<file path="config.mk">
export PLATFORM = sky130hd
export DESIGN_NAME = tshpc_queue
export DESIGN_NICKNAME = d
export VERILOG_FILES = /design/src/sv/tshpc_pkg.sv /design/src/sv/tshpc_queue.sv
export SDC_FILE = /design/constraint.sdc
export NUM_CORES = 1
export LEC_CHECK = 0
export ABC_CLOCK_PERIOD_IN_PS = 2800
export BUFFER_PORTS_ARGS = -buffer_cell sky130_fd_sc_hd__buf_4
export CAP_MARGIN = 5
export CORE_UTILIZATION = 30
export CTS_BUF_LIST = sky130_fd_sc_hd__clkbuf_8
export DETAILED_ROUTE_END_ITERATION = 8
export GPL_TIMING_DRIVEN = 0
export PLACE_DENSITY = 0.47
export SETUP_SLACK_MARGIN = 0.4
export SLEW_MARGIN = 20
export SYNTH_ARGS = -nofsm -noshare
export SYNTH_HDL_FRONTEND = slang
export SYNTH_SLANG_ARGS = --single-unit
</file>
<file path="constraint.sdc">
create_clock -name aclk -period 2.8 [get_ports aclk]
set_input_delay 0.7 -clock aclk [delete_from_list [all_inputs] [get_ports aclk]]
set_output_delay 0.7 -clock aclk [all_outputs]
set_load 0.1 [all_outputs]
</file>
<file path="src/sv/tshpc_pkg.sv">
`default_nettype none

package tshpc_pkg;

    // table geometry, fixed by the 13-bit pid
    localparam int unsigned PID_W     = 13;
    localparam int unsigned PID_COUNT = 8192;
    localparam int unsigned ENTRY_W   = 5;

    localparam int unsigned QUEUE_DEPTH_DEFAULT = 4;

    localparam int unsigned S_TDATA_W = 48;
    localparam int unsigned S_TUSER_W = 1;
    localparam int unsigned M_TDATA_W = 56;
    localparam int unsigned M_TUSER_W = 2;

    localparam logic [7:0]         SYNC_VALUE     = 8'h47;
    localparam logic [PID_W-1:0]   NULL_PID       = 13'h1FFF;
    localparam logic [PID_W-1:0]   PID_RSV_LO     = 13'd2;
    localparam logic [PID_W-1:0]   PID_RSV_HI     = 13'd15;
    localparam logic [7:0]         MAX_ADAPT_ONLY = 8'd183;
    localparam logic [7:0]         MAX_ADAPT_BOTH = 8'd182;
    localparam logic [7:0]         HEADER_BYTES   = 8'd4;
    localparam logic [7:0]         PAYLOAD_BYTES  = 8'd184;
    localparam logic [7:0]         BOTH_OFFSET    = 8'd5;
    localparam logic [7:0]         BOTH_SIZE      = 8'd183;
    localparam logic [ENTRY_W-1:0] NO_COUNTER     = 5'h10;

    // adaptation field control codes
    localparam logic [1:0] AFC_RESERVED = 2'd0;
    localparam logic [1:0] AFC_PAYLOAD  = 2'd1;
    localparam logic [1:0] AFC_ADAPT    = 2'd2;
    localparam logic [1:0] AFC_BOTH     = 2'd3;

    // scrambling code that the format forbids
    localparam logic [1:0] SCR_RESERVED = 2'd1;

    typedef enum logic [1:0] {
        ST_VALID      = 2'd0,
        ST_FORMAT     = 2'd1,
        ST_TRANSPORT  = 2'd2,
        ST_CONTINUITY = 2'd3
    } status_t;

    // one decoded header as it travels from the front end to the back end
    typedef struct packed {
        status_t            status;
        logic [PID_W-1:0]   pid;
        logic               unit_start;
        logic               prio;
        logic [1:0]         scr;
        logic [1:0]         afc;
        logic [3:0]         cc;
        logic [7:0]         alen;
        logic [7:0]         aflags;
        logic [7:0]         poff;
        logic [7:0]         psize;
        logic               do_update;
    } item_t;

    typedef struct packed {
        logic clearing;
        logic pop;
    } back_stat_t;

endpackage

`default_nettype wire

</file>
<file path="src/sv/tshpc_queue.sv">
`default_nettype none

module tshpc_queue #(
    parameter int unsigned DEPTH = tshpc_pkg::QUEUE_DEPTH_DEFAULT
) (
    input  wire logic             aclk,
    input  wire logic             aresetn,
    input  wire logic             push,
    input  wire tshpc_pkg::item_t push_item,
    output      logic             full,
    input  wire logic             pop,
    output      logic             empty,
    output      tshpc_pkg::item_t head
);

    import tshpc_pkg::*;

    localparam int unsigned PTR_W = $clog2(DEPTH);
    localparam int unsigned CNT_W = $clog2(DEPTH + 1);

    item_t            mem_reg [DEPTH];
    logic [PTR_W-1:0] wr_ptr_reg, wr_ptr_next;
    logic [PTR_W-1:0] rd_ptr_reg, rd_ptr_next;
    logic [CNT_W-1:0] count_reg, count_next;

    assign full  = (count_reg == CNT_W'(DEPTH));
    assign empty = (count_reg == '0);
    assign head  = mem_reg[rd_ptr_reg];

    always_comb begin
        wr_ptr_next = wr_ptr_reg;
        rd_ptr_next = rd_ptr_reg;
        count_next  = count_reg;
        if (push) begin
            wr_ptr_next = (wr_ptr_reg == PTR_W'(DEPTH - 1)) ? '0 : wr_ptr_reg + 1'b1;
        end
        if (pop) begin
            rd_ptr_next = (rd_ptr_reg == PTR_W'(DEPTH - 1)) ? '0 : rd_ptr_reg + 1'b1;
        end
        if (push && !pop) begin
            count_next = count_reg + 1'b1;
        end else if (pop && !push) begin
            count_next = count_reg - 1'b1;
        end
    end

    always_ff @(posedge aclk) begin
        if (!aresetn) begin
            wr_ptr_reg <= '0;
            rd_ptr_reg <= '0;
            count_reg  <= '0;
        end else begin
            wr_ptr_reg <= wr_ptr_next;
            rd_ptr_reg <= rd_ptr_next;
            count_reg  <= count_next;
        end
    end

    always_ff @(posedge aclk) begin
        if (push) begin
            mem_reg[wr_ptr_reg] <= push_item;
        end
    end

`ifndef SYNTH
    a_count_bound: assert property (@(posedge aclk) disable iff (!aresetn)
        count_reg <= CNT_W'(DEPTH))
        else $error("queue count beyond depth");
`endif

endmodule

`default_nettype wire

</file>
==> flow_summary.yaml <==
run_status:
  outcome: "completed"
sta:
  rsz0062_at_grt: "yes"
  drv_slew: 0
  clock.fmax_mhz: 370
  worst_slew_pin_slew_ns: 0.598
  setup-violations-final: 0
  finalCritPeriodShare: 0.965
  hold_violations: 0
  min_period_ns: 2.70
  fin_setup_tns_ns: 0
  fin_skew_ns: 0.0151
  relSlewSlack: 0.601
critical_path:
  crit_fanout: 5
  cp-start-kind: "register"
  end_kind: "output pin"
  crit_type: "register to output pin"
  worstPathArrival_ns: 2.00
  required_ns: 2.10
die:
  start_util: 0.307
  fp.dieW_um: 174
  die_area_um2: 30200
  ioPinCount: 122
  core_area_um2: 28900
  rows: 62
  fp.dieH_um: 174
cells_and_area:
  finalNonFillerCells: 944
  drive_above_1_share: 0.475
  mostFrequentLayoutCell: "edfxtp_1"
  fin_util: 0.403
  syn_to_final_growth_pct: 31.4
  fin_area_um2: 11600
  insertedDiodeCount: 0
  finish.net_count: 599
  final_cell_mix: "edfxtp_1 (232), buf_4 (72), mux4_2 (58)"
  largest_reg_flops: 232
cts:
  clkTransAtPathRegs_ns: 0.06
  numCtsBuffers: 43
  htree_levels: 2
  clk_path_buf_depth: 3
  root_buffer: "clkbuf_8"
  clock-sinks: 241
  cts_tree: "yes"
  worst_skew_pair.late_latency_ns: 0.54
  holdBufCountCts: 0
global_routing:
  antenna_found_initial: 0
  overflow: 0
  track_usage: 0.123
  grt_pass1_wl_mm: 27.8
  grt_pass1_vias: 4834
  grt_max_degree: 38
place:
  port_buffers: 121
  dpl_cell_area_um2: 10400
  gp_congestion: 0.671
  dp_cells: 856
  hpwlAfterDp_mm: 10.4
power_and_ir_drop:
  power_leakage_nw: 4.01
  power_per_cell_area_nw_per_um2: 757
  peakVddDrop_v: 0.000408
detailed_routing:
  dr.pass1.iters: 4
  wl_mm: 18.0
  remaining_drc_errors: 0
  vias: 4164
  drtIter0Drc: 177
  detail-route-antenna-nets: 0
  viasPerCell: 4.41
  wl_per_cell_um: 19.1
worst_hold_path:
  holdCritPathClass: "input port to register"
synth:
  syn_inst: 347
  yosysWarningCount: 0
  yosysSeqAreaShare: 0.807
  synth_nets: 416
  synth_area_um2: 8850
  synth_seq_cells: 241
  yosysUniqueCellTypes: 23
  syn_avg_cell_area_um2: 25.5
run:
  max_cap_viol_count: 0
-- worst max-delay path: stages, from the launching register on --
cell and delay [ns]:
dfxtp_2 0.33, buf_8 0.11, buf_4 0.15, buf_16 0.13, mux4_2 0.55, buf_8 0.20
-- where the power goes --
part	internal, W	switching (W)	total, W
clock network	0.00145	0.00136	0.00281
logic	0.000574	0.00124	0.00182
registers	0.00413	0.0000451	0.00418
-- metal layers --
layer | track usage | wire, um | vias to the layer above | share of wire
li1 | - | - | 1851 | -
met1 | 0.144 | 7380 | 2153 | 0.41
met2 | 0.212 | 9090 | 117 | 0.51
met3 | 0.0357 | 1020 | 43 | 0.057
met4 | 0.0501 | 502 | 0 | 0.028
met5 | 0 | 0 | - | 0
-- area by class of cell --
cell class                 count  area, um2
clock buffer                  44        606
buffer                        13        183
inverter                       4       15.0
clock inverter                31        131
sequential                   241       7150
timing repair buffer         138       1480
multi-input combinational     89       1590
tap                          384        480
fill                        2638      17200
-- stage by stage --
step	hold WS, ns	setup slack (ns)	total power [W]
floorplan	0.482	0.521	0.00548
global placement	0.495	0.0790	0.00587
detailed placement	0.546	0.370	0.00591
CTS	0.314	0.0224	0.00893
global route	0.319	0.0194	0.00915
finish	0.358	0.0974	0.00880
-- synthesized netlist by cell type, drive strengths merged --
cell	count	area, um2
edfxtp	232	6970
and2	5	31.3
o21a	1	7.51
ha	6	75.1
nor3	2	10.0
fa	1	20.0
nor3b	1	7.51
a21boi	1	7.51
nor2b	5	31.3
dfxtp	9	180
o21ai	1	5.00
buf	13	120
or3	1	6.26
mux4	58	1310
xor2	1	8.76
xnor2	1	8.76
mux2i	4	40.0
nor2	1	3.75
inv	4	15.0
-- cell families (layout without fill, tap and decap cells) --
family	after synthesis	in the layout	synth area share
flops	241	241	0.807
mux	62	62	0.152
buf+inv	17	230	0.0153
simple gates	15	15	0.0102
fa+ha+maj	7	7	0.0107
compound gates	3	3	0.00226
xor+xnor	2	2	0.00198
-- final timing paths --
kind                      start              to  slack (ns)  depth (start not counted)
hold / removal    push_item[12]  mem_reg[0][12]        0.36                          1
hold reg to reg    count_reg[2]    count_reg[2]        0.55                          2
setup / recovery       register        head[16]         0.1                          5
setup reg to reg  wr_ptr_reg[0]  mem_reg[0][38]        1.06                          4
-- what timing repair did --
item                                    CTS  global route
cloned                                    4             1
endpoints found under the setup margin   58            58
buffers inserted                          6             2
resized for setup                        89             5
Note: power is estimated with default switching activity, not from simulation.
