$ cat config.mk
export PLATFORM = sky130hd
export DESIGN_NAME = tshpc_front
export DESIGN_NICKNAME = d
export VERILOG_FILES = /design/src/sv/tshpc_pkg.sv /design/src/sv/tshpc_front.sv
export SDC_FILE = /design/constraint.sdc
export NUM_CORES = 1
export LEC_CHECK = 0
export BUFFER_PORTS_ARGS = -buffer_cell sky130_fd_sc_hd__buf_2
export CORE_MARGIN = 5
export CORE_UTILIZATION = 33
export DETAILED_ROUTE_END_ITERATION = 10
export PLACE_DENSITY = 0.83
export SKIP_LAST_GASP = 1
export SLEW_MARGIN = 25
export SYNTH_ARGS = -nofsm -noshare
export SYNTH_HDL_FRONTEND = slang
export SYNTH_SLANG_ARGS = --single-unit
$ cat constraint.sdc
create_clock -name vclk -period 2.2
set_input_delay 0.11 -clock vclk [all_inputs]
set_output_delay 0.11 -clock vclk [all_outputs]
set_load 0.01 [all_outputs]
$ cat src/sv/tshpc_pkg.sv
`default_nettype none

package tshpc_pkg;

    // table geometry, fixed by the 13-bit pid
    localparam int unsigned PID_W     = 13;
    localparam int unsigned PID_COUNT = 8192;
    localparam int unsigned ENTRY_W   = 5;

    localparam int unsigned QUEUE_DEPTH_DEFAULT = 4;

    localparam int unsigned S_TDATA_W = 48;
    localparam int unsigned S_TUSER_W = 1;
    localparam int unsigned M_TDATA_W = 56;
    localparam int unsigned M_TUSER_W = 2;

    localparam logic [7:0]         SYNC_VALUE     = 8'h47;
    localparam logic [PID_W-1:0]   NULL_PID       = 13'h1FFF;
    localparam logic [PID_W-1:0]   PID_RSV_LO     = 13'd2;
    localparam logic [PID_W-1:0]   PID_RSV_HI     = 13'd15;
    localparam logic [7:0]         MAX_ADAPT_ONLY = 8'd183;
    localparam logic [7:0]         MAX_ADAPT_BOTH = 8'd182;
    localparam logic [7:0]         HEADER_BYTES   = 8'd4;
    localparam logic [7:0]         PAYLOAD_BYTES  = 8'd184;
    localparam logic [7:0]         BOTH_OFFSET    = 8'd5;
    localparam logic [7:0]         BOTH_SIZE      = 8'd183;
    localparam logic [ENTRY_W-1:0] NO_COUNTER     = 5'h10;

    // adaptation field control codes
    localparam logic [1:0] AFC_RESERVED = 2'd0;
    localparam logic [1:0] AFC_PAYLOAD  = 2'd1;
    localparam logic [1:0] AFC_ADAPT    = 2'd2;
    localparam logic [1:0] AFC_BOTH     = 2'd3;

    // scrambling code that the format forbids
    localparam logic [1:0] SCR_RESERVED = 2'd1;

    typedef enum logic [1:0] {
        ST_VALID      = 2'd0,
        ST_FORMAT     = 2'd1,
        ST_TRANSPORT  = 2'd2,
        ST_CONTINUITY = 2'd3
    } status_t;

    // one decoded header as it travels from the front end to the back end
    typedef struct packed {
        status_t            status;
        logic [PID_W-1:0]   pid;
        logic               unit_start;
        logic               prio;
        logic [1:0]         scr;
        logic [1:0]         afc;
        logic [3:0]         cc;
        logic [7:0]         alen;
        logic [7:0]         aflags;
        logic [7:0]         poff;
        logic [7:0]         psize;
        logic               do_update;
    } item_t;

    typedef struct packed {
        logic clearing;
        logic pop;
    } back_stat_t;

endpackage

`default_nettype wire

$ cat src/sv/tshpc_front.sv
`default_nettype none

module tshpc_front (
    input  wire logic [tshpc_pkg::S_TDATA_W-1:0] tdata,
    input  wire logic [tshpc_pkg::S_TUSER_W-1:0] tuser,
    output      tshpc_pkg::item_t                item
);

    import tshpc_pkg::*;

    logic [7:0]       b0, b1, b2, b3, b4, b5;
    logic [PID_W-1:0] pid;
    logic [1:0]       afc;
    logic [7:0]       alen;
    status_t          status;

    assign b0  = tdata[7:0];
    assign b1  = tdata[15:8];
    assign b2  = tdata[23:16];
    assign b3  = tdata[31:24];
    assign b4  = tdata[39:32];
    assign b5  = tdata[47:40];
    assign pid = {b1[4:0], b2};
    assign afc = b3[5:4];
    assign alen = afc[1] ? b4 : 8'd0;

    // header checks, first failure wins
    always_comb begin
        priority if (b0 != SYNC_VALUE) begin
            status = ST_FORMAT;
        end else if (b1[7]) begin
            status = ST_TRANSPORT;
        end else if (pid >= PID_RSV_LO && pid <= PID_RSV_HI) begin
            status = ST_FORMAT;
        end else if (b3[7:6] == SCR_RESERVED) begin
            status = ST_FORMAT;
        end else if (afc == AFC_RESERVED) begin
            status = ST_FORMAT;
        end else if (afc == AFC_ADAPT && alen > MAX_ADAPT_ONLY) begin
            status = ST_FORMAT;
        end else if (afc == AFC_BOTH && alen > MAX_ADAPT_BOTH) begin
            status = ST_FORMAT;
        end else begin
            status = ST_VALID;
        end
    end

    always_comb begin
        item            = '0;
        item.status     = status;
        item.pid        = pid;
        item.unit_start = b1[6];
        item.prio       = b1[5];
        item.scr        = b3[7:6];
        item.afc        = afc;
        item.cc         = b3[3:0];
        item.alen       = alen;
        item.aflags     = (afc[1] && b4 != 8'd0) ? b5 : 8'd0;
        item.do_update  = (status == ST_VALID) && tuser[0] && (pid != NULL_PID);
        if (afc == AFC_PAYLOAD) begin
            item.poff  = HEADER_BYTES;
            item.psize = PAYLOAD_BYTES;
        end else if (afc == AFC_BOTH && alen <= MAX_ADAPT_BOTH) begin
            item.poff  = alen + BOTH_OFFSET;
            item.psize = BOTH_SIZE - alen;
        end else begin
            item.poff  = 8'd0;
            item.psize = 8'd0;
        end
    end

endmodule

`default_nettype wire

==> metrics.md, run 1 <==
| Metric | Value |
|---|---|
| Fmax | `about 0.57 GHz` |
| P&R area growth vs syn | `39.8%` |
| Worst Path Class, Setup | `input port to output pin` |
| WHS Path Cells | `0` |
| Seq Cell Count | `0` |
| DRC errors left | `0` |
| Initial antenna violation count | `0` |
| Drt via density | `between 4 and 5` |
| Post-synthesis sequential area ratio | `0%` |
| Commonest cells post-synth | `24 x buf_4, 15 x and2_1, 12 x nor2_1` |
| Status | `completed` |
| Count of final hold-check violations | `0` |
| IO Pins | `around 110` |
| GPL Wtd Cong | `0.817` |
| Tot GR Track Use | `around 15%` |
| Worst endpoint required time | `roughly 2.1 ns` |
| Period utilization | `approximately four fifths` |
| RSZ-0062 raised after global routing | `false` |
| Die area | `~3500 sq um` |
| Core Rows | `18` |
| Share of cells above drive strength 1 | `between 50% and 60%` |
| Global route total overflow | `0` |
| Iter 0 DRT Violations | `26` |
| Critical Path End Type | `output pin` |
| Average size of a mapped cell | `around 6.7 sq um` |
| DP HPWL | `approximately 2400 um` |
| Antenna diodes | `0` |
| CP Launch Type | `input port` |
| Min-delay src | `tdata[24]` |
| Setup TNS | `0 ns` |
| Final instance area | `1130 sq um` |
| Top post-synthesis cells by area | `buf_4 22%, and2_1 12%, ha_1 6.2%, nor2_1 5.6%, xnor2_1 5.4%` |
| Syn. warnings | `0` |
| Horiz. Die Dim | `between 50 and 60 um` |
| WHS Endpoint | `item[33]` |
| Synth top area share | `22.3%` |
| Leak | `0.667 nW` |
| Pin count of the biggest net entering global routing | `12` |
| Max-capacitance violation count | `0` |
| Pwr/cell area | `179 nW/um^2` |
| Hold buffer count at cts | `0` |
| Cell variety after synth | `32` |
| Number of global-route vias before repair | `1020` |
| Final cell count without fillers | `220` |
| Die Ht | `approximately 59 um` |
| IO buf count | `95` |
| Starting Density | `33.5%` |
| Routed len/inst | `12.1 um` |
| Register Area | `0 sq um` |
| Most common cell in the netlist | `buf_4` |
| Total power draw | `0.203 mW` |
| Final ANT Viol Nets | `0` |
| Post-CTS sizing | `0` |
| Synth Cell Area | `808 sq um` |
| Min cycle time layout | `1.76 ns` |
| Final WL | `2660 um` |
| Final Max Tran Viols | `0` |
| Nets | `245` |
| Critical path data arrival time | `1.65 ns` |
| Hold crit path type | `input port to output pin` |
| Core area | `2410 sq um` |
| Rel. slew slack | `68.6%` |
| Drt first pass iters | `4` |
| Area leader, netlist | `buf_4` |
| Postcts setup bufs | `0` |
| Peak supply drop | `0.111 mV` |
| Via count | `1040` |
| Placed insts | `220` |
| Clock buffers | `0` |
| Syn Nets | `174` |
| DP Area | `1130 sq um` |
| Crit-path max FO | `11` |
| Global-route wire length before repair | `4370 um` |
| Worst-Margin Slew | `0.467 ns` |
| Syn Inst Count | `121` |
| Final setup viols | `0` |
[layout by cell type (no fill, tap or decap), drive strengths merged, types with 5 or more instances in the layout]
cell / netlist / layout
a21oi: 5 / 5
and2: 15 / 15
buf: 25 / 96
inv: 5 / 5
nand2: 7 / 7
nand4: 5 / 5
nor2: 12 / 12
o21ai: 5 / 5
xnor2: 5 / 5
[layer usage]
metal  share of wire [%]  vias to the layer above  wire (um)  track usage (%)
met5                   0                        -          0                0
met4                0.23                        0          6            0.316
met3                  11                        2        288             2.83
met2                  50                       44       1330             27.3
met1                  39                      460       1030             18.9
li1                    -                      534          -                -
[power breakdown]
group          leakage [nW]  internal (mW)  switching (mW)  total (mW)
sequential                0              0               0           0
clock                     0              0               0           0
combinational         0.667         0.0935           0.109       0.203
total                 0.667         0.0935           0.109       0.203
[critical path, cell delays in order]
cell      delay, ns
buf_2          0.18
and2_1         0.23
ha_1           0.16
nand2_1        0.08
nor4_4         0.37
o21bai_2       0.22
a21oi_1        0.16
buf_2          0.15
[stage by stage]
| step | setup WS, ns | util (%) | hold slack [ns] |
|---|---|---|---|
| floorplan | 0.251 | - | 0.268 |
| global placement | 0.488 | 46.9 | 0.220 |
| detailed placement | 0.439 | 46.9 | 0.220 |
| CTS | 0.431 | 46.9 | 0.220 |
| global route | 0.241 | 46.9 | 0.220 |
| finish | 0.441 | 46.9 | 0.220 |
[kinds of logic after synthesis]
family          after synthesis  synth area share (%)
buf+inv                      32                  26.9
fa+ha+maj                     4                  6.19
simple gates                 56                  39.8
xor+xnor                      7                  7.59
compound gates               22                  19.5
[layout make-up]
| cell class | count | area (sq um) |
|---|---|---|
| well taps | 30 | 37.5 |
| fillers | 264 | 1280 |
| repair buffers | 96 | 483 |
| multi-input cells | 89 | 591 |
| inverters | 5 | 18.8 |
[worst max path at each step]
stage,from,endpoint,cells after the start
after CTS,tdata[29],item[16],8
after floorplan,tdata[29],item[9],9
after global routing,tdata[29],item[16],8
after global placement,tdata[29],item[9],8
final,tdata[29],item[16],8
after detailed placement,tdata[29],item[16],8
No activity file was read; power rests on OpenSTA's default activity.
==> run 2: changes to the inputs <==
Clock period 2.2 ns to 1.8 ns, I/O delays scaled along.
==> run 2 against run 1 <==
Net effect: sequential cell count did not move; largest power group unchanged; highest routed layer unchanged; combinational power rose by 23%; critical path depth fell by 2; final area rose by 1.1%.
==> metrics.md, run 2 (synthesis gave the netlist of run 1 again) <==
| Metric | Value |
|---|---|
| P&R area growth vs syn | `41.3% (was 39.8%)` |
| RSZ-0062 raised after global routing | `false (unchanged)` |
| Iter 0 DRT Violations | `29 (was 26)` |
| Max-capacitance violation count | `0 (unchanged)` |
| Placed insts | `221 (was 220)` |
| Commonest non-fill, non-tap cell in the layout | `buf_2 (unchanged)` |
| Worst-Margin Slew | `0.511 ns (was 0.467 ns)` |
| Period utilization | `90.6%` |
| Worst endpoint required time | `1.71 ns (was 2.09 ns)` |
| CP Launch Type | `input port (unchanged)` |
| Core area | `2410 sq um (unchanged)` |
| Number of global-route vias before repair | `948 (was 1020)` |
| Min cycle time layout | `1.63 ns` |
| IO Pins | `107 (unchanged)` |
| Starting Density | `33.5% (unchanged)` |
| Die area | `3540 sq um (unchanged)` |
| Tot GR Track Use | `14.3% (was 14.9%)` |
| Drt first pass iters | `4 (unchanged)` |
| Final ANT Viol Nets | `0 (unchanged)` |
| DP Area | `1140 sq um (was 1130 sq um)` |
| Critical Path End Type | `output pin (unchanged)` |
| Most frequent cells in the layout | `95 x buf_2, 14 x and2_1, 11 x nor2_1, 7 x nand2_1 (was 95 x buf_2, 15 x and2_1, 12 x nor2_1, 7 x nand2_1)` |
| Hold buffer count at cts | `0 (unchanged)` |
| Rel. slew slack | `65.6% (was 68.6%)` |
| Total power draw | `0.250 mW (was 0.203 mW)` |
| DRC errors left | `0 (unchanged)` |
| Register Area | `0 sq um (unchanged)` |
| Hold crit path type | `input port to output pin (unchanged)` |
| Final Max Tran Viols | `0 (unchanged)` |
| Via count | `1053 (was 1040)` |
| Pwr/cell area | `219 nW/um^2 (was 179 nW/um^2)` |
| Crit-path max FO | `12 (was 11)` |
| Clock buffers | `0 (unchanged)` |
| Final WL | `2720 um (was 2660 um)` |
| Core Rows | `18 (unchanged)` |
| Critical path data arrival time | `1.54 ns (was 1.65 ns)` |
| Setup TNS | `0 ns (unchanged)` |
| IO buf count | `95 (unchanged)` |
| GPL Wtd Cong | `0.794 (was 0.817)` |
| Pin count of the biggest net entering global routing | `13 (was 12)` |
| Drt via density | `4.76 (was 4.73)` |
| Worst Path Class, Setup | `input port to output pin (unchanged)` |
| Horiz. Die Dim | `59.5 um (unchanged)` |
| DP HPWL | `2490 um (was 2370 um)` |
| Fin util | `47.4% (was 46.9%)` |
| Global route total overflow | `0 (unchanged)` |
| Seq Cell Count | `0 (unchanged)` |
| Post-CTS sizing | `0 (unchanged)` |
| Fmax | `0.613 GHz` |
| Global-route wire length before repair | `4130 um (was 4370 um)` |
| Die Ht | `59.5 um (unchanged)` |
| Fillcell total | `269 (was 264)` |
| Antenna diodes | `0 (unchanged)` |
| Nets | `246 (was 245)` |
| Peak supply drop | `0.119 mV (was 0.111 mV)` |
| Share of cells above drive strength 1 | `54.5% (was 53.2%)` |
| Leak | `0.673 nW (was 0.667 nW)` |
| Initial antenna violation count | `0 (unchanged)` |
| Routed len/inst | `12.3 um (was 12.1 um)` |
| Final instance area | `1140 sq um (was 1130 sq um)` |
| Count of final hold-check violations | `0 (unchanged)` |
| Final setup viols | `0 (unchanged)` |
| Status | `completed (unchanged)` |
| Final cell count without fillers | `221 (was 220)` |
## run 2: changes by cell type in the layout (fill, tap and decap cells not counted)
cell | previous run | this run
and2_1 | 15 | 14
and2_4 | 0 | 1
buf_4 | 1 | 2
nor2_1 | 12 | 11
nor2_2 | 0 | 1
## run 2: worst max-delay path: stages
cell and delay (ns):
buf_2 0.18, nand3_2 0.14, o31a_1 0.39, or3_1 0.42, a21oi_1 0.17, buf_2 0.15
## run 2: per-layer routing
layer  routed length, um  track usage, %
met4                  13           0.633
met5                   0               0
met1                1030            18.3
met3                 324            1.96
met2                1350            26.5
## run 2: worst paths after layout
| check | startpoint | end | cells past startpoint |
|---|---|---|---|
| setup / recovery | tdata[29] | item[56] | 6 |
| hold / removal | tdata[27] | item[36] | 0 |
## run 2: through the flow
stage	setup slack, ns	hold slack, ns
2_1_floorplan	0.0356	0.215
3_3_place_gp	0.182	0.180
3_5_place_dp	0.110	0.180
4_1_cts	0.104	0.180
5_1_grt	0.0118	0.180
6_report	0.169	0.180
## run 2: final cells by class
class | instances | area (sq um) | share of cell area (%)
well taps | 30 | 37.5 | 3.29
inverters | 5 | 18.8 | 1.64
repair buffers | 97 | 490 | 42.9
multi-input cells | 89 | 596 | 52.1
## run 2: power by group
group          switching (mW)  total (mW)  internal (mW)
sequential                  0           0              0
combinational           0.133       0.250          0.117
clock                       0           0              0
## run 2: what timing repair did
| item | CTS | global route |
|---|---|---|
| buffers inserted | 0 | 0 |
| hold endpoints to repair | 0 | 0 |
| endpoints found under the setup margin | 0 | 5 |
